## src/rtl/zbct_pkg.sv

```systemverilog
// Shared types, codes and sizes of the zoned block translator.
// Used by every module under rtl; depends on nothing.
package zbct_pkg;

  localparam int MAX_TRACKS = 256;
  localparam int TRACK_BITS = $clog2(MAX_TRACKS);
  localparam int BLOCK_BITS = 16;

  // One more than the block width, plus a carry bit for the load check.
  localparam logic [BLOCK_BITS+1:0] BLOCK_CAP = (BLOCK_BITS + 2)'(1) << BLOCK_BITS;

  localparam logic [1:0] ACT_LOAD   = 2'd0;
  localparam logic [1:0] ACT_FIND   = 2'd1;
  localparam logic [1:0] ACT_CHS    = 2'd2;
  localparam logic [1:0] ACT_TRKSEC = 2'd3;

  localparam logic [1:0] KIND_LOAD   = 2'd0;
  localparam logic [1:0] KIND_FIND   = 2'd1;
  localparam logic [1:0] KIND_LOOKUP = 2'd2;

  localparam logic [2:0] ST_OK         = 3'd0;
  localparam logic [2:0] ST_BAD_BLOCK  = 3'd1;
  localparam logic [2:0] ST_BAD_TRACK  = 3'd2;
  localparam logic [2:0] ST_BAD_SECTOR = 3'd3;
  localparam logic [2:0] ST_BAD_CYL    = 3'd4;
  localparam logic [2:0] ST_BAD_HEAD   = 3'd5;
  localparam logic [2:0] ST_ORDER      = 3'd6;

  localparam logic REG_HEAD_COUNT     = 1'b0;
  localparam logic REG_CYLINDER_COUNT = 1'b1;

  typedef struct packed {
    logic [1:0]  action;
    logic [15:0] block_number;
    logic [7:0]  track_index;
    logic [7:0]  cylinder_index;
    logic [3:0]  head_index;
    logic [7:0]  sector_index;
    logic [7:0]  sector_count;
  } zbct_item_t;

  typedef struct packed {
    logic [2:0]  status;
    logic [15:0] block_out;
    logic [7:0]  track_out;
    logic [7:0]  sector_out;
    logic [7:0]  cylinder_out;
    logic [3:0]  head_out;
  } zbct_result_t;

  // A classified item as it waits between front and back.
  typedef struct packed {
    logic [1:0]  kind;
    logic [2:0]  pre_status;
    logic [15:0] block;
    logic [11:0] track;
    logic [7:0]  sector;
    logic [7:0]  count;
  } zbct_work_t;

endpackage

```

## src/rtl/zbct_queue.sv

```systemverilog
// Two-entry queue of classified items between front and back.
// Depends on zbct_pkg.
module zbct_queue import zbct_pkg::*; (
  input  logic        clk,
  input  logic        rst,
  input  logic        push,
  input  zbct_work_t  push_data,
  input  logic        pop,
  output logic        head_valid,
  output zbct_work_t  head_data,
  output logic        full
);

  zbct_work_t entries [2];
  logic       wr_ptr;
  logic       rd_ptr;
  logic [1:0] fill;

  assign head_valid = (fill != 2'd0);
  assign full       = (fill == 2'd2);
  assign head_data  = entries[rd_ptr];

  always_ff @(posedge clk) begin
    if (push) entries[wr_ptr] <= push_data;
  end

  always_ff @(posedge clk) begin
    if (rst) begin
      wr_ptr <= 1'b0;
      rd_ptr <= 1'b0;
      fill   <= 2'd0;
    end else begin
      if (push) wr_ptr <= ~wr_ptr;
      if (pop) rd_ptr <= ~rd_ptr;
      fill <= fill + {1'b0, push} - {1'b0, pop};
    end
  end

endmodule

```

## config.mk

```make
export PLATFORM = sky130hd
export DESIGN_NAME = zbct_queue
export DESIGN_NICKNAME = d
export VERILOG_FILES = /design/src/rtl/zbct_pkg.sv /design/src/rtl/zbct_queue.sv
export SDC_FILE = /design/constraint.sdc
export NUM_CORES = 1
export LEC_CHECK = 0
export ABC_CLOCK_PERIOD_IN_PS = 3960
export BUFFER_PORTS_ARGS = -buffer_cell sky130_fd_sc_hd__buf_2
export CORE_MARGIN = 2
export CORE_UTILIZATION = 54
export CTS_BUF_LIST = sky130_fd_sc_hd__clkbuf_8
export DETAILED_ROUTE_END_ITERATION = 7
export PLACE_DENSITY = 0.81
export SLEW_MARGIN = 20
export SYNTH_ARGS = -nofsm -noshare
export SYNTH_HDL_FRONTEND = slang
export SYNTH_SLANG_ARGS = --single-unit
```

## constraint.sdc

```tcl
create_clock -name clk -period 3.96 [get_ports clk]
set_input_delay 0.594 -clock clk [delete_from_list [all_inputs] [get_ports clk]]
set_output_delay 0.594 -clock clk [all_outputs]
set_load 0.005 [all_outputs]
```

After elaboration in Yosys (flattened, before gate mapping):

Memory sizes are Yosys's and may differ from the RTL's. A register that Yosys moved wholly into a read port is not among the register bits.
Index checks and enable logic that the tools add are counted.

* register bits after elaboration: 4
* bits in latches: 0
* bits in writable memories: 98
* memory bits (read-only): 0
* bits of input ports: 53
* output and inout port bits: 51
* word-level logic and storage cells: 14
* memories: 1

Memories
* entries: words 2, width 49, read ports 1, clocked after memory_dff 1, wr ports 1, RTL line zbct_queue.sv:14 `zbct_work_t entries [2];`

* add/subtract/negate cells: 2
* multipliers: 0
* divide/modulo/power cells: 0
* order comparisons: 0
* eq/ne operators: 1
* shifts and indexed selects: 0
* muxes and demuxes: 4
* bitwise logic cells: 2
* reduce and logical (&&, ||, !) cells: 1

Operators by type and width (count)
* $mux W1: 4
* $add A2 B1 Y2: 1
* $eq A2 B2 Y1 const B: 1
* $not A1 Y1: 2
* $reduce_bool A2 Y1: 1
* $sub A2 B1 Y2: 1

Depth between registers and ports, before layout:

* depth after elaboration: 3
* mapped depth: 6
* mapped depth without buffers: 6

Least setup slack after synthesis:

No wires, ideal clock.

* kind: input port to flip-flop
* start point: input port push
* end point: memory entries[0][0] (netlist bit) (enable)
* library setup time: 0.462 ns
* arrival time: 2.768 ns
* data required time: 3.498 ns
* slack: 0.731 ns
* stages: 1
* buffers on the path: 0
* path through: nor2b_1

* longest elaborated chain between the ends: 2

Ends and longest elaborated chain
* from (decl): RTL line zbct_queue.sv:6 `input logic push,`
* $mux W1: RTL line zbct_queue.sv:24 `if (push) entries[wr_ptr] <= push_data;`
* $mux W1 (implied by the code): RTL line zbct_queue.sv:24
* to (decl): RTL line zbct_queue.sv:14

Every way passes these cells.

==> impl_metrics.csv <==
group,metric,value,unit
setup_path,endpoint_kind,"output pin",
pwr,p_seq_share,62.3,%
clocking,cts-hold-fix-buffers,0,
synth,synth_top_area_cell,"edfxtp_1",
detailed_routing,dr.pass1.iters,4,
grt,antenna_found_initial,0,
synth,synth-compound-area-share,0,%
pwr,power_density,454.8,nW/um2
layout,regArea,3044,um2
clocking,h-tree-depth,3,
placed_design,dpl.cell_count,372,
synth,yosysWarnings,0,
detailed_routing,drc,0,
clocking,root_buffer,"clkbuf_8",
layout,mostFrequentLayoutCell,"buf_2",
timing,finalClockSkew,0.005830,ns
clocking,cts.reportedPaths.clkPinSlew,0.09,ns
setup_path,path_cells,"buf_4 -> mux2_2 -> buf_2",
floorplanning,die_w,87.89,um
min_path,hp-start,"push_data[26]",
floorplanning,die_h,87.89,um
pwr,pwr-share-clk,26.2,%
synth,synth_xor_area_share,1.054,%
synth,netlist_area,3800,um2
setup_path,slowest_delay,0.98,ns
setup_path,critical_path_required,3.37,ns
synth,synth_fp_nets,228,
synth,synthSimpleGateAreaFrac,1.218,%
layout,fin_util,67.72,%
timing,maxSlewHeadroom,35.45,%
floorplanning,rows,30,
placed_design,place.gp.congestion,0.7122,
layout,drive_above_1_share,59.59,%
grt,grt_pass1_vias,1866,
timing,period_needed,2.713,ns
detailed_routing,routed_wl,5.815,mm
setup_path,rr_endpoint,"entries[1][6]",
grt,grt_max_degree,39,
grt,grt_util_all_layers,15.70,%
pwr,p_leak,0.001763,uW
setup_path,reg2reg_depth,2,
pwr,power.switching,458.6,uW
placed_design,dpl.hpwl,3.997,mm
timing,timing.fmax,368.6,MHz
clocking,numCtsBuffers,9,
timing,fin_crit_sh,68.51,%
clocking,clock_path_buffers,2,
placed_design,io_buffers,103,
setup_path,path_buf_inv,2,
status,status,"complete, no violations",
clocking,cts_resized,0,
setup_path,start_kind,"flip-flop",
run,maxCapViolCount,0,
clocking,postCtsSetupBuffers,0,
pwr,pwr-share-comb,11.6,%
layout,fill_cells,474,
floorplanning,die_area,7724,um2
synth,synth_top_area_share,77.44,%
synth,avgSynthCellArea,21.96,um2
floorplanning,initial_core_util,55.93,%
min_path,hold_path.class,"in2reg",
synth,synthCells,173,
synth,synth_cell_types,15,
detailed_routing,avgViaCountPerCell,4.843,
pwr,peakVddDrop,0.2864,mV
setup_path,slowest_stage,"dfxtp_2",
grt,grt_remaining_overflow,0,
timing,tightest_slew,0.9682,ns
setup_path,cp.arrival,2.12,ns
synth,synth.area.top_cells,"edfxtp_1 (77%), mux2_2 (12%), mux2_4 (4.0%), dfxtp_1 (2.6%), ha_1 (0.66%)",
layout,final_cells,388,
clocking,clkLatencyLatePin,0.35,ns
pwr,intPower,1634,uW
floorplanning,core_area,6794,um2
detailed_routing,drt_first_iter_violations,85,
detailed_routing,routedWlPerCell,14.99,um
clocking,tritoncts,"built",
setup_path,crit_end,"head_data[13]",
synth,synth_top_family_by_area,"multiplexers",
synth,ys_seq_area_share,80.08,%
layout,final_cell_mix,"buf_2 (103), edfxtp_1 (98), mux2_2 (39)",
timing,fin_tns_setup,0,ns
synth,synthMuxAreaShare,15.51,%
setup_path,cp_top_family,"flip-flops",
timing,drv_slew,0,
setup_path,crit_path_max_fanout,38,
layout,multi_input_area,709.4,um2
grt,grt_pass1_wl,8.756,mm
layout,finalNetCount,342,
timing,layout_setup_ws,1.247,ns
floorplanning,ios,104,
detailed_routing,vias,1879,
timing,rsz0062_at_grt,"false",
clocking,clock_sinks,103,
timing,hold_violations,0,
pwr,swShare,21.92,%
detailed_routing,detail-route-antenna-nets,0,
setup_path,r2r_setup_slack,2.10,ns
layout,antenna_cells,0,
layout,syn_to_final_growth,21.07,%
placed_design,dp_slack,1.604,ns
setup_path,r2r_start,"wr_ptr",
synth,synth_fa_ha_area_share,0.6585,%
setup_path,crit_type,"reg2out",
timing,setup-violations-final,0,
synth,ys_ff_latch,103,
setup_path,critical_path_depth,3,
cells by family (layout without fill, tap and decap cells):
logic type | Yosys count | in the layout
simple gates | 9 | 9
flops | 103 | 103
mux | 49 | 49
xor+xnor | 3 | 3
fa+ha+maj | 2 | 2
buf+inv | 7 | 126
cell type report:
type | instances | share of cell area [%]
Inverter | 2 | 0.1632
Clock buffer | 9 | 2.692
Multi-Input combinational cell | 63 | 15.42
Tap cell | 96 | 2.611
Clock inverter | 7 | 0.9247
Sequential cell | 103 | 66.17
Timing Repair Buffer | 108 | 12.02
registers in the layout, summed over array words and instances, names as in the netlist, named ones only:
name and flops:
rd_ptr 1, entries 98, wr_ptr 1, fill 2
cells in the mapped netlist:
cell      instances
edfxtp_1         98
mux2_2           39
mux2_4           10
dfxtp_1           5
nor2_1            4
buf_4             3
nor2b_1           3
ha_1              2
inv_1             2
xnor2_1           2
and2_1            1
buf_6             1
buf_8             1
or2_2             1
xnor3_1           1
power by group through the flow:
stage / registers (uW) / logic (uW) / clock network, uW
2_1_floorplan: 1310 / 151 / 0
4_1_cts: 1300 / 247 / 562
6_report: 1300 / 242 / 547
3_5_place_dp: 1330 / 245 / 0
3_3_place_gp: 1330 / 240 / 0
5_1_grt: 1310 / 266 / 612
metal layers:
metal  share of wire [%]  wire [um]  GRT usage (%)
met4                 2.3        135          7.273
met5                   0          0              0
met2                  47       2736          24.66
met1                  43       2527          19.83
met3                 7.1        415          5.467
worst register-to-register path: stages, from the launching register on:
cell,delay (ns)
dfxtp_1,0.41
and2_2,0.75
buf_4,0.38
how the worst min path moves through the flow:
stage | to | slack, ns | depth (start not counted)
2_1_floorplan | flip-flop | 0.48 | 2
3_3_place_gp | rd_ptr | 0.50 | 2
3_5_place_dp | flip-flop | 0.51 | 2
4_1_cts | entries[0][27] | 0.41 | 1
5_1_grt | entries[1][19] | 0.39 | 1
6_report | entries[1][26] | 0.42 | 1
metrics by stage:
step | hold WS, ns | total power [uW] | cell area (um2)
2_1_floorplan | 0.4799 | 1462 | 3800
3_3_place_gp | 0.4967 | 1566 | 4434
3_5_place_dp | 0.5069 | 1575 | 4434
4_1_cts | 0.4064 | 2114 | 4601
5_1_grt | 0.3917 | 2189 | 4601
6_report | 0.4236 | 2092 | 4601
Note: power is estimated with default switching activity, not from simulation.
