**src/rtl/zbct_pkg.sv**
```systemverilog
// Shared types, codes and sizes of the zoned block translator.
// Used by every module under rtl; depends on nothing.
package zbct_pkg;

  localparam int MAX_TRACKS = 256;
  localparam int TRACK_BITS = $clog2(MAX_TRACKS);
  localparam int BLOCK_BITS = 16;

  // One more than the block width, plus a carry bit for the load check.
  localparam logic [BLOCK_BITS+1:0] BLOCK_CAP = (BLOCK_BITS + 2)'(1) << BLOCK_BITS;

  localparam logic [1:0] ACT_LOAD   = 2'd0;
  localparam logic [1:0] ACT_FIND   = 2'd1;
  localparam logic [1:0] ACT_CHS    = 2'd2;
  localparam logic [1:0] ACT_TRKSEC = 2'd3;

  localparam logic [1:0] KIND_LOAD   = 2'd0;
  localparam logic [1:0] KIND_FIND   = 2'd1;
  localparam logic [1:0] KIND_LOOKUP = 2'd2;

  localparam logic [2:0] ST_OK         = 3'd0;
  localparam logic [2:0] ST_BAD_BLOCK  = 3'd1;
  localparam logic [2:0] ST_BAD_TRACK  = 3'd2;
  localparam logic [2:0] ST_BAD_SECTOR = 3'd3;
  localparam logic [2:0] ST_BAD_CYL    = 3'd4;
  localparam logic [2:0] ST_BAD_HEAD   = 3'd5;
  localparam logic [2:0] ST_ORDER      = 3'd6;

  localparam logic REG_HEAD_COUNT     = 1'b0;
  localparam logic REG_CYLINDER_COUNT = 1'b1;

  typedef struct packed {
    logic [1:0]  action;
    logic [15:0] block_number;
    logic [7:0]  track_index;
    logic [7:0]  cylinder_index;
    logic [3:0]  head_index;
    logic [7:0]  sector_index;
    logic [7:0]  sector_count;
  } zbct_item_t;

  typedef struct packed {
    logic [2:0]  status;
    logic [15:0] block_out;
    logic [7:0]  track_out;
    logic [7:0]  sector_out;
    logic [7:0]  cylinder_out;
    logic [3:0]  head_out;
  } zbct_result_t;

  // A classified item as it waits between front and back.
  typedef struct packed {
    logic [1:0]  kind;
    logic [2:0]  pre_status;
    logic [15:0] block;
    logic [11:0] track;
    logic [7:0]  sector;
    logic [7:0]  count;
  } zbct_work_t;

endpackage

```
**src/rtl/zbct_front.sv**
```systemverilog
// Front end: configuration registers and classification of incoming items.
// Depends on zbct_pkg.
module zbct_front import zbct_pkg::*; (
  input  logic         clk,
  input  logic         rst,
  input  logic         cfg_valid,
  input  logic         cfg_index,
  input  logic [8:0]   cfg_data,
  input  zbct_item_t   item,
  output zbct_work_t   work,
  output logic [4:0]   heads
);

  logic [4:0] head_count;
  logic [8:0] cylinder_count;
  logic [12:0] chs_track;

  always_ff @(posedge clk) begin
    if (rst) begin
      head_count     <= 5'd2;
      cylinder_count <= 9'd80;
    end else if (cfg_valid) begin
      unique case (cfg_index)
        REG_HEAD_COUNT:     head_count     <= cfg_data[4:0];
        REG_CYLINDER_COUNT: cylinder_count <= cfg_data;
        default: ;
      endcase
    end
  end

  // Head counts outside 1..16 are clamped.
  always_comb begin
    if (head_count == 5'd0) heads = 5'd1;
    else if (head_count > 5'd16) heads = 5'd16;
    else heads = head_count;
  end

  assign chs_track = item.cylinder_index * heads + {9'd0, item.head_index};

  always_comb begin
    work.pre_status = ST_OK;
    work.block      = item.block_number;
    work.sector     = item.sector_index;
    work.count      = item.sector_count;
    work.track      = {4'd0, item.track_index};
    unique case (item.action)
      ACT_LOAD: work.kind = KIND_LOAD;
      ACT_FIND: work.kind = KIND_FIND;
      ACT_CHS: begin
        work.kind  = KIND_LOOKUP;
        work.track = chs_track[11:0];
        if ({1'b0, item.cylinder_index} >= cylinder_count) work.pre_status = ST_BAD_CYL;
        else if ({1'b0, item.head_index} >= heads) work.pre_status = ST_BAD_HEAD;
      end
      default: work.kind = KIND_LOOKUP;
    endcase
  end

endmodule

```
**config.mk**
```make
export PLATFORM = sky130hd
export DESIGN_NAME = zbct_front
export DESIGN_NICKNAME = d
export VERILOG_FILES = /design/src/rtl/zbct_pkg.sv /design/src/rtl/zbct_front.sv
export SDC_FILE = /design/constraint.sdc
export NUM_CORES = 1
export LEC_CHECK = 0
export ABC_AREA = 1
export BUFFER_PORTS_ARGS = -buffer_cell sky130_fd_sc_hd__clkbuf_2
export CAP_MARGIN = 20
export CORE_MARGIN = 1.5
export CORE_UTILIZATION = 53
export DETAILED_ROUTE_END_ITERATION = 12
export GPL_TIMING_DRIVEN = 0
export PLACE_DENSITY_LB_ADDON = 0.05
export SLEW_MARGIN = 10
export SYNTH_ARGS = -nofsm -noshare
export SYNTH_HDL_FRONTEND = slang
export SYNTH_SLANG_ARGS = --single-unit
```
**constraint.sdc**
```tcl
create_clock -name clk -period 13.75 [get_ports clk]
set_input_delay 2.75 -clock clk [delete_from_list [all_inputs] [get_ports clk]]
set_output_delay 2.75 -clock clk [all_outputs]
set_load 0.01 [all_outputs]
```
# After elaboration in Yosys (flattened, before gate mapping)

Cells that the tools add are included.

Flip-flop bits (word level): 14
Input port bits: 67
Output and inout bits: 54
Word-level logic and storage cells: 21

$add $sub $neg: 1
Multiply operators: 1
Magnitude comparators: 3
Equality and inequality tests: 2
Mux-type cells: 7
Bitwise logic cells: 1
Reductions and logical operators: 4

Operators with widths:

| operator                                                              | number |
|---|---|
| 12-bit by 4-bit adder with 12-bit output                              | 1 |
| 8-bit by 5-bit multiplier with 12-bit output                          | 1 |
| 12-bit 2-to-1 mux                                                     | 1 |
| 5-bit 2-to-1 mux                                                      | 2 |
| 8-bit by 9-bit greater-or-equal comparator with 1-bit output          | 1 |
| 3-bit 2-to-1 mux                                                      | 3 |
| 4-bit by 5-bit greater-or-equal comparator with 1-bit output          | 1 |
| 5-bit > comparator, second input constant                             | 1 |
| 5-bit zero test                                                       | 1 |
| 2-bit one-hot mux with 2 select lines                                 | 1 |
| 2-bit AND reduction                                                   | 2 |
| 2-bit by 1-bit equality test with 1-bit output, second input constant | 1 |
| 2-bit equality test, second input constant                            | 1 |
| 2-bit zero test                                                       | 1 |
| 1-bit NOT                                                             | 1 |

# Logic depth before layout (Yosys ltp)

Gate-level depths: netlist of the first run.

Depth after elaboration: 7
Gate-level depth with buffers: 20
Depth with buffers taken out: 20

# Worst setup path after synthesis of the first run

OpenSTA, ideal clock, no wires.

Path type: in2out
Start point: input item[23] (netlist name)
End point: output work[27] (netlist name)
Arrival time: 5,502 ps
Required time: 11,000 ps
Setup slack: 5,498 ps
Cell stages on the path: 15
Buffers on the path: 0
Cell sequence: inv_1 > nor2_1 > fa_1 > fa_1 > inv_1 > fa_1 > inv_1 > ha_1 > a21oi_2 > nand2_1 > nand2_1 > nand3_1 > nand2_1 > nand2_1 > nor2_1

RTL lines:

| item               | RTL line         | text |
|---|---|---|
| start: declaration | zbct_front.sv:9  | `input zbct_item_t item,` |
| end: declaration   | zbct_front.sv:10 | `output zbct_work_t work,` |

==> summary.md, run 1 <==
| Metric | Value |
|---|---|
| Status | `finished clean` |
| Nets@finish | `609` |
| Largest net degree at the start of global routing | `11` |
| Syn. warnings | `0` |
| DRC Markers | `0` |
| Met2 Resource Use GR | `34.22%` |
| First-pass GRT wire length | `9335 um` |
| CTS sink count | `14` |
| DPL Wire Length | `5054 um` |
| Synth Register Bits | `14` |
| Post-synthesis adder-cell area fraction | `31.78%` |
| Setup crit start kind | `input pin` |
| Synth-to-layout area growth | `20.46%` |
| Port Buffers | `87` |
| Total GRT Usage | `20.93%` |
| Share of layout cells above drive strength 1 | `31.88%` |
| Post-route ant nets | `0` |
| Post-synthesis simple-gate area fraction | `23.15%` |
| Internal power | `122.8 uW` |
| Clock skew | `0 ns` |
| Clk pwr share | `14.9%` |
| Cell count after synthesis | `393` |
| Remaining global-route overflow | `0` |
| Core footprint | `4848 um^2` |
| Total CTS buffers | `3` |
| Overall power | `219.7 uW` |
| Post-Place Setup Slack | `5.066 ns` |
| Complex-gate fraction of the synthesized area | `9.361%` |
| Total number of vias | `2522` |
| Setup ws final | `5.092 ns` |
| Antenna cells | `0` |
| CP peak stage delay | `0.54 ns` |
| Library cell with the largest summed area after synthesis | `ha_1` |
| # fillers | `464` |
| Fin Hold WS | `0.4605 ns` |
| Final Cycle Share | `62.96%` |
| Initial Utilization | `56.52%` |
| Post-Synth XOR/XNOR Area | `2.557%` |
| Post-synth cell types | `33` |
| Setup Buffers After CTS | `0` |
| Max Freq | `0.1155 GHz` |
| Root buffer cell | `clkbuf_8` |
| Clk_lat worst skew | `0.24 ns` |
| Routing usage on met3 | `2.945%` |
| Required time of the critical path | `11.00 ns` |
| Worst path cell trace | `clkbuf_2, inv_1, nor2_1, fa_1, fa_1, inv_1, fa_1, inv_1, ha_1, a21oi_2, nand2_1, nand2_1, nand3_1, nand2_1, nand2_1, nor2_1, clkbuf_2` |
| Buffers & Inverters on Critical Path | `5` |
| Met1 Use GR | `30.63%` |
| Most Used Layer, Global Route | `met2` |
| Post-synth top area share | `16.44%` |
| DRT Pass-1 Iters | `4` |
| Static Leak | `2.015 nW` |
| Iter 0 DRT Violations | `80` |
| Vias per Instance | `4.585` |
| Max Cap Viol | `0` |
| Util after Layout | `68.08%` |
| Die height | `74.91 um` |
| CP Capture Type | `primary output` |
| RSZ-0062 raised after global routing | `false` |
| Cell row count | `25` |
| Synth area leaders | `ha_1 (16%), fa_1 (15%), nand2_1 (11%)` |
| TritonCTS clock tree | `yes` |
| Mux contribution to synthesized area | `0%` |
| DRT Wirelength | `5578 um` |
| Clock period minus worst slack | `8.658 ns` |
| PD cells | `66.55 nW/um^2` |
| Arrival time at the worst endpoint | `5.91 ns` |
| Wire length per cell | `10.14 um` |
| Number of global-route vias before repair | `2250` |
| Mean Syn Cell Area | `6.972 um^2` |
| Reg power frac | `20.1%` |
| Tightest Hold Check Type | `register to register` |
| Clock tree buffer depth | `2` |
| Setup TNS | `0 ns` |
| Max VDD drop | `0.00005750 V` |
| Comb pwr share | `65.0%` |
| Die W | `74.91 um` |
| Switching Share | `44.08%` |
| Sw power | `96.82 uW` |
| Cts hold-fix bufs | `0` |
| Antenna violations before repair | `0` |
| Reg clk slew, reported paths | `0.05 ns` |
| Fin. max-slew vios | `0` |
| H-tree depth | `1` |
| RePlAce Congestion | `0.8165` |
| Crit Path Class | `input pin to primary output` |
| Final hold violation count | `0` |
| CP max FO | `4` |
| Setup violators final | `0` |
| Sequential-to-total area share from yosys stat | `10.23%` |
| Die area | `5611 um^2` |
| I/O pins | `121` |
| Post-CTS Resized | `0` |
| Slowest cell on crit path | `fa_1` |
| Delay-heaviest family, CP | `adder cells` |
| Largest family of logic cells by synthesized area | `adder cells` |
| CP most frequent cell | `nand2_1` |
| Cell Area, Synth | `2740 um^2` |
| Synthesized Nets | `517` |
-- path summary, 6_finish.rpt --
kind         cells after the start                           start                        endpoint  slack [ns]
min                              2  cylinder_count[5]$_SDFFE_PP0P_  cylinder_count[5]$_SDFFE_PP0P_        0.46
min reg2reg                      2  cylinder_count[5]$_SDFFE_PP0P_  cylinder_count[5]$_SDFFE_PP0P_        0.46
max                             17                        item[23]                        work[27]        5.09
max reg2reg                      3      head_count[4]$_SDFFE_PP0P_      head_count[4]$_SDFFE_PP0P_       13.00
-- cell usage after synthesis (all sizes together) --
library cell and number:
a21boi 1, a21o 1, a21oi 20, buf 37, clkbuf 4, conb 1, dfxtp 14, fa 21
ha 36, inv 85, nand2 82, nand3 11, nand4 4, nor2 49, nor3 1, o211ai 3
o21ai 17, o21bai 1, xnor2 5
-- logic make-up (layout without fill, tap and decap cells) --
group                    count (synthesis)  after routing
AND/OR/NAND/NOR                        147            147
buffers and inverters                  126            216
adder cells (fa/ha/maj)                 57             57
AO/OA/AOI/OAI                           43             43
flip-flops                              14             14
XOR/XNOR                                 5              5
other                                    1              1
-- tightest hold or removal path: stages (launching register included) --
cell and delay (ns):
dfxtp_1 0.29, inv_1 0.06, a21oi_1 0.06
-- flip-flops by register name, summed over array words and instances, names as in the netlist --
| register | cells |
|---|---|
| head_count | 5 |
| cylinder_count | 9 |
-- power groups by stage --
stage	registers [mW]	clock network, mW	logic (mW)
finish	0.0442	0.0327	0.143
global route	0.0445	0.0352	0.166
CTS	0.0442	0.0332	0.145
detailed placement	0.0451	0	0.144
global placement	0.0450	0	0.142
floorplan	0.0449	0	0.107
-- per-layer routing --
metal	vias up	wire length, um	share of wire, %
li1	1340	-	-
met2	94	2459	44
met1	1086	2755	49
met4	0	8	0.14
met3	2	355	6.4
met5	-	0	0
-- area by class of cell --
cell class,count,area [um^2],area share (%)
multi-input combinational,253,1836,55.61
buffer,41,305.3,9.249
clock buffer,3,41.29,1.251
sequential,14,280.3,8.491
timing repair buffer,87,435.4,13.19
inverter,85,319.1,9.666
tap,67,83.83,2.540
-- placed cells by master (no fill, tap or decap), drive strengths merged --
| cell type | Yosys | layout |
|---|---|---|
| a21boi | 1 | 1 |
| a21o | 1 | 1 |
| a21oi | 20 | 20 |
| buf | 37 | 37 |
| clkbuf | 4 | 94 |
| conb | 1 | 1 |
| dfxtp | 14 | 14 |
| fa | 21 | 21 |
| ha | 36 | 36 |
| inv | 85 | 85 |
| nand2 | 82 | 82 |
| nand3 | 11 | 11 |
| nand4 | 4 | 4 |
| nor2 | 49 | 49 |
| nor3 | 1 | 1 |
| o211ai | 3 | 3 |
| o21ai | 17 | 17 |
| o21bai | 1 | 1 |
| xnor2 | 5 | 5 |
-- metrics by stage --
step	area, um^2	std cells
2_1_floorplan	2740	393
3_3_place_gp	3259	547
3_5_place_dp	3259	547
4_1_cts	3301	550
5_1_grt	3301	550
6_report	3301	550
No activity file was read; power rests on OpenSTA's default activity.
==> run 2: changes to the inputs <==
--- a/config.mk
+++ b/config.mk
@@ -5,11 +5,11 @@
 export SDC_FILE = /design/constraint.sdc
 export NUM_CORES = 1
 export LEC_CHECK = 0
-export ABC_AREA = 1
+export ABC_AREA = 0
 export BUFFER_PORTS_ARGS = -buffer_cell sky130_fd_sc_hd__clkbuf_2
 export CAP_MARGIN = 20
 export CORE_MARGIN = 1.5
-export CORE_UTILIZATION = 53
+export CORE_UTILIZATION = 43
 export DETAILED_ROUTE_END_ITERATION = 12
 export GPL_TIMING_DRIVEN = 0
 export PLACE_DENSITY_LB_ADDON = 0.05
==> constraint.sdc (replaced) <==
create_clock -name clk -period 7.82 [get_ports clk]
set_input_delay 1.564 -clock clk [delete_from_list [all_inputs] [get_ports clk]]
set_output_delay 1.564 -clock clk [all_outputs]
set_load 0.01 [all_outputs]
==> summary.md, run 2 <==
| Metric | Value |
|---|---|
| Status | `finished clean (unchanged)` |
| Post-synthesis simple-gate area fraction | `19.86% (was 23.15%)` |
| Post-route ant nets | `0 (unchanged)` |
| CP peak stage delay | `0.54 ns (about the same)` |
| Fin area | `3126 um^2 (was 3301 um^2)` |
| CTS sink count | `14 (unchanged)` |
| Total CTS buffers | `3 (unchanged)` |
| DRC Markers | `0 (unchanged)` |
| Complex-gate fraction of the synthesized area | `9.980% (was 9.361%)` |
| Setup violators final | `0 (unchanged)` |
| Clock skew | `0 ns (unchanged)` |
| Wire length per cell | `10.49 um (was 10.14 um)` |
| Util after Layout | `55.73% (was 68.08%)` |
| Top post-synthesis cells by count | `inv_1 (43), nand2_1 (37), ha_1 (36) (was nand2_1 (79), inv_1 (78), nor2_1 (41))` |
| Placed cells | `478 (was 547)` |
| Fin Hold WS | `0.4528 ns (was 0.4605 ns)` |
| Setup Buffers After CTS | `0 (unchanged)` |
| Worst rel slew slack | `61.57%` |
| Library cell with the largest summed area after synthesis | `ha_1 (unchanged)` |
| Placed Area | `3070 um^2 (was 3259 um^2)` |
| Top-count cell post-synth | `inv_1 (was nand2_1)` |
| Clk_lat worst skew | `0.24 ns (about the same)` |
| Synth Register Bits | `14 (unchanged)` |
| Total number of vias | `2195 (was 2522)` |
| Cell row count | `27 (was 25)` |
| DRT Wirelength | `5056 um (was 5578 um)` |
| Nets@finish | `535 (was 609)` |
| CP Capture Type | `primary output (unchanged)` |
| Worst path cell trace | `clkbuf_2, and2_1, fa_1, fa_1, inv_1, fa_1, inv_1, ha_1, or4_1, o22ai_1, xor2_1, nor2_1, clkbuf_2 (was clkbuf_2, inv_1, nor2_1, fa_1, fa_1, inv_1, fa_1, inv_1, ha_1, a21oi_2, nand2_1, nand2_1, nand3_1, nand2_1, nand2_1, nor2_1, clkbuf_2)` |
| Largest net degree at the start of global routing | `11 (unchanged)` |
| CP most frequent cell | `fa_1 (was nand2_1)` |
| Sw power | `129.9 uW (was 96.82 uW)` |
| Area of the multi-input gates | `1807 um^2 (was 1836 um^2)` |
| Cts hold-fix bufs | `0 (unchanged)` |
| Sequential-to-total area share from yosys stat | `11.01% (was 10.23%)` |
| Cell Area, Synth | `2545 um^2 (was 2740 um^2)` |
| Synth area leaders | `ha_1 (18%), fa_1 (17%), dfxtp_1 (11%) (was ha_1 (16%), fa_1 (15%), nand2_1 (11%))` |
| Initial Utilization | `45.38% (was 56.52%)` |
| Setup TNS | `0 ns (unchanged)` |
| Reg clk slew, reported paths | `0.05 ns (about the same)` |
| Tightest Hold Check Type | `register to register (unchanged)` |
| Final hold violation count | `0 (unchanged)` |
| Total GRT Usage | `16.22% (was 20.93%)` |
| Antenna cells | `0 (unchanged)` |
| Internal power | `213.0 uW (was 122.8 uW)` |
| RSZ-0062 raised after global routing | `false (unchanged)` |
| Static Leak | `1.752 nW (was 2.015 nW)` |
| Synth Flop Type | `dfxtp_1 (unchanged)` |
| Remaining global-route overflow | `0 (unchanged)` |
| Die height | `79.93 um (was 74.91 um)` |
| Slowest cell on crit path | `fa_1 (unchanged)` |
| Fin. max-slew vios | `0 (unchanged)` |
| Post-synthesis adder-cell area fraction | `34.22% (was 31.78%)` |
| PD cells | `109.7 nW/um^2 (was 66.55 nW/um^2)` |
| Die W | `79.93 um (was 74.91 um)` |
| First-pass GRT wire length | `8618 um (was 9335 um)` |
| Number of global-route vias before repair | `2046 (was 2250)` |
| Post-synth EDFFs | `0 (unchanged)` |
| RePlAce Congestion | `0.7806 (was 0.8165)` |
| Comb pwr share | `57.2% (was 65.0%)` |
| Port Buffers | `87 (unchanged)` |
| CP max FO | `6 (was 4)` |
| Cell count after synthesis | `319 (was 393)` |
| Final Cycle Share | `81.50%` |
| Syn. warnings | `0 (unchanged)` |
| TritonCTS clock tree | `yes (unchanged)` |
| Root buffer cell | `clkbuf_8 (unchanged)` |
| Share of layout cells above drive strength 1 | `31.71% (was 31.88%)` |
| # fillers | `567 (was 464)` |
| Core footprint | `5608 um^2 (was 4848 um^2)` |
| Clock period minus worst slack | `6.373 ns` |
| Clk pwr share | `20.2% (was 14.9%)` |
| Reg power frac | `22.6% (was 20.1%)` |
| DRT Pass-1 Iters | `4 (unchanged)` |
| Max Cap Viol | `0 (unchanged)` |
| Commonest non-fill, non-tap cells in the layout | `clkbuf_2 (87), inv_1 (43), nand2_1 (37) (was clkbuf_2 (87), nand2_1 (79), inv_1 (78))` |
| Synth-to-layout area growth | `22.81% (was 20.46%)` |
| Async SR Flop Fraction | `0% (unchanged)` |
| Largest register FFs | `9 (unchanged)` |
| Post-synth cell types | `36 (was 33)` |
| Reg area | `280.3 um^2 (unchanged)` |
| I/O pins | `121 (unchanged)` |
| Largest Register | `cylinder_count (unchanged)` |
| Post-Synth XOR/XNOR Area | `3.441% (was 2.557%)` |
| Post-Layout Cell Count | `482 (was 550)` |
| Post-CTS Resized | `0 (unchanged)` |
| Setup crit start kind | `input pin (unchanged)` |
| Mean Syn Cell Area | `7.978 um^2 (was 6.972 um^2)` |
| H-tree depth | `1 (unchanged)` |
| Synthesized Nets | `443 (was 517)` |
| Clock tree buffer depth | `2 (unchanged)` |
| Iter 0 DRT Violations | `33 (was 80)` |
| Switching Share | `37.88% (was 44.08%)` |
| DPL Wire Length | `4514 um (was 5054 um)` |
| Die area | `6389 um^2 (was 5611 um^2)` |
| Max VDD drop | `0.0001016 V (was 0.00005750 V)` |
| Post-synth top area share | `17.70% (was 16.44%)` |
| Slew @ Worst Pin | `0.5743 ns` |
| Largest family of logic cells by synthesized area | `adder cells (unchanged)` |
| Arrival time at the worst endpoint | `4.81 ns (was 5.91 ns)` |
| Vias per Instance | `4.554 (was 4.585)` |
| Max Freq | `0.1569 GHz` |
| Most common cell after layout, fill and taps aside | `clkbuf_2 (unchanged)` |
| Required time of the critical path | `6.26 ns (was 11.00 ns)` |
| Mux contribution to synthesized area | `3.343% (was 0%)` |
| Biggest regs | `cylinder_count: 9 flops, head_count: 5 flops (unchanged)` |
| Antenna violations before repair | `0 (unchanged)` |
| Crit Path Class | `input pin to primary output (unchanged)` |
run 2: cell count changes after synthesis, sizes merged, moves of 6 or more:
cell    before  now
a21oi       20   13
and2         0   28
clkbuf       4   10
inv         85   43
nand2       82   37
nand3       11    2
nor2        49   17
o21ai       17    7
xor2         0    6
run 2: worst max-delay path: cells and delay by family:
family | cells | cell delay (ns)
simple gates | 3 | 0.75
fa+ha+maj | 4 | 1.79
compound gates | 1 | 0.17
buf+inv | 4 | 0.35
xor+xnor | 1 | 0.16
run 2: per-stage QoR:
step	total power, mW	setup WS, ns
floorplan	0.2229	1.773
global placement	0.2757	1.430
detailed placement	0.2785	1.407
CTS	0.3480	1.414
global route	0.3785	1.205
finish	0.3428	1.447
run 2: cell families (layout without fill, tap and decap cells):
| group | Yosys count | in the layout |
|---|---|---|
| AOI/OAI and AO/OA | 40 | 40 |
| xor gates and xnor gates | 10 | 10 |
| adders and majority gates | 57 | 57 |
| buffers and inverters | 87 | 178 |
| DFF | 14 | 14 |
| muxes | 8 | 8 |
| other | 1 | 1 |
| and+or+nand+nor | 102 | 102 |
run 2: area by class of cell:
type	instances	share of cell area [%]
Inverter	43	5.164
Multi-Input combinational cell	218	57.81
Tap cell	72	2.882
Clock buffer	4	1.761
Timing Repair Buffer	87	13.93
Buffer	44	9.488
Sequential cell	14	8.967
run 2: power groups by stage:
stage / clock, mW / combinational (mW) / sequential [mW]
global route: 0.0740 / 0.226 / 0.0781
CTS: 0.0702 / 0.200 / 0.0777
finish: 0.0691 / 0.196 / 0.0776
detailed placement: 0 / 0.199 / 0.0793
global placement: 0 / 0.197 / 0.0791
floorplan: 0 / 0.145 / 0.0783
run 2: per-layer routing:
layer	vias to the layer above	GRT usage (%)	part of all wire, %
met1	968	19.92	45
met3	2	0.6857	3.8
met2	58	31.34	51
met4	0	2.586	0.12
met5	-	0	0
li1	1167	-	-
run 2: final timing paths:
path | from | endpoint | slack, ns | depth (start not counted)
min reg2reg | cylinder_count[5]$_SDFFE_PP0P_ | cylinder_count[5]$_SDFFE_PP0P_ | 0.45 | 2
max reg2reg | head_count[4]$_SDFFE_PP0P_ | head_count[4]$_SDFFE_PP0P_ | 6.70 | 3
min | cylinder_count[5]$_SDFFE_PP0P_ | cylinder_count[5]$_SDFFE_PP0P_ | 0.45 | 2
max | item[21] | work[25] | 1.45 | 13
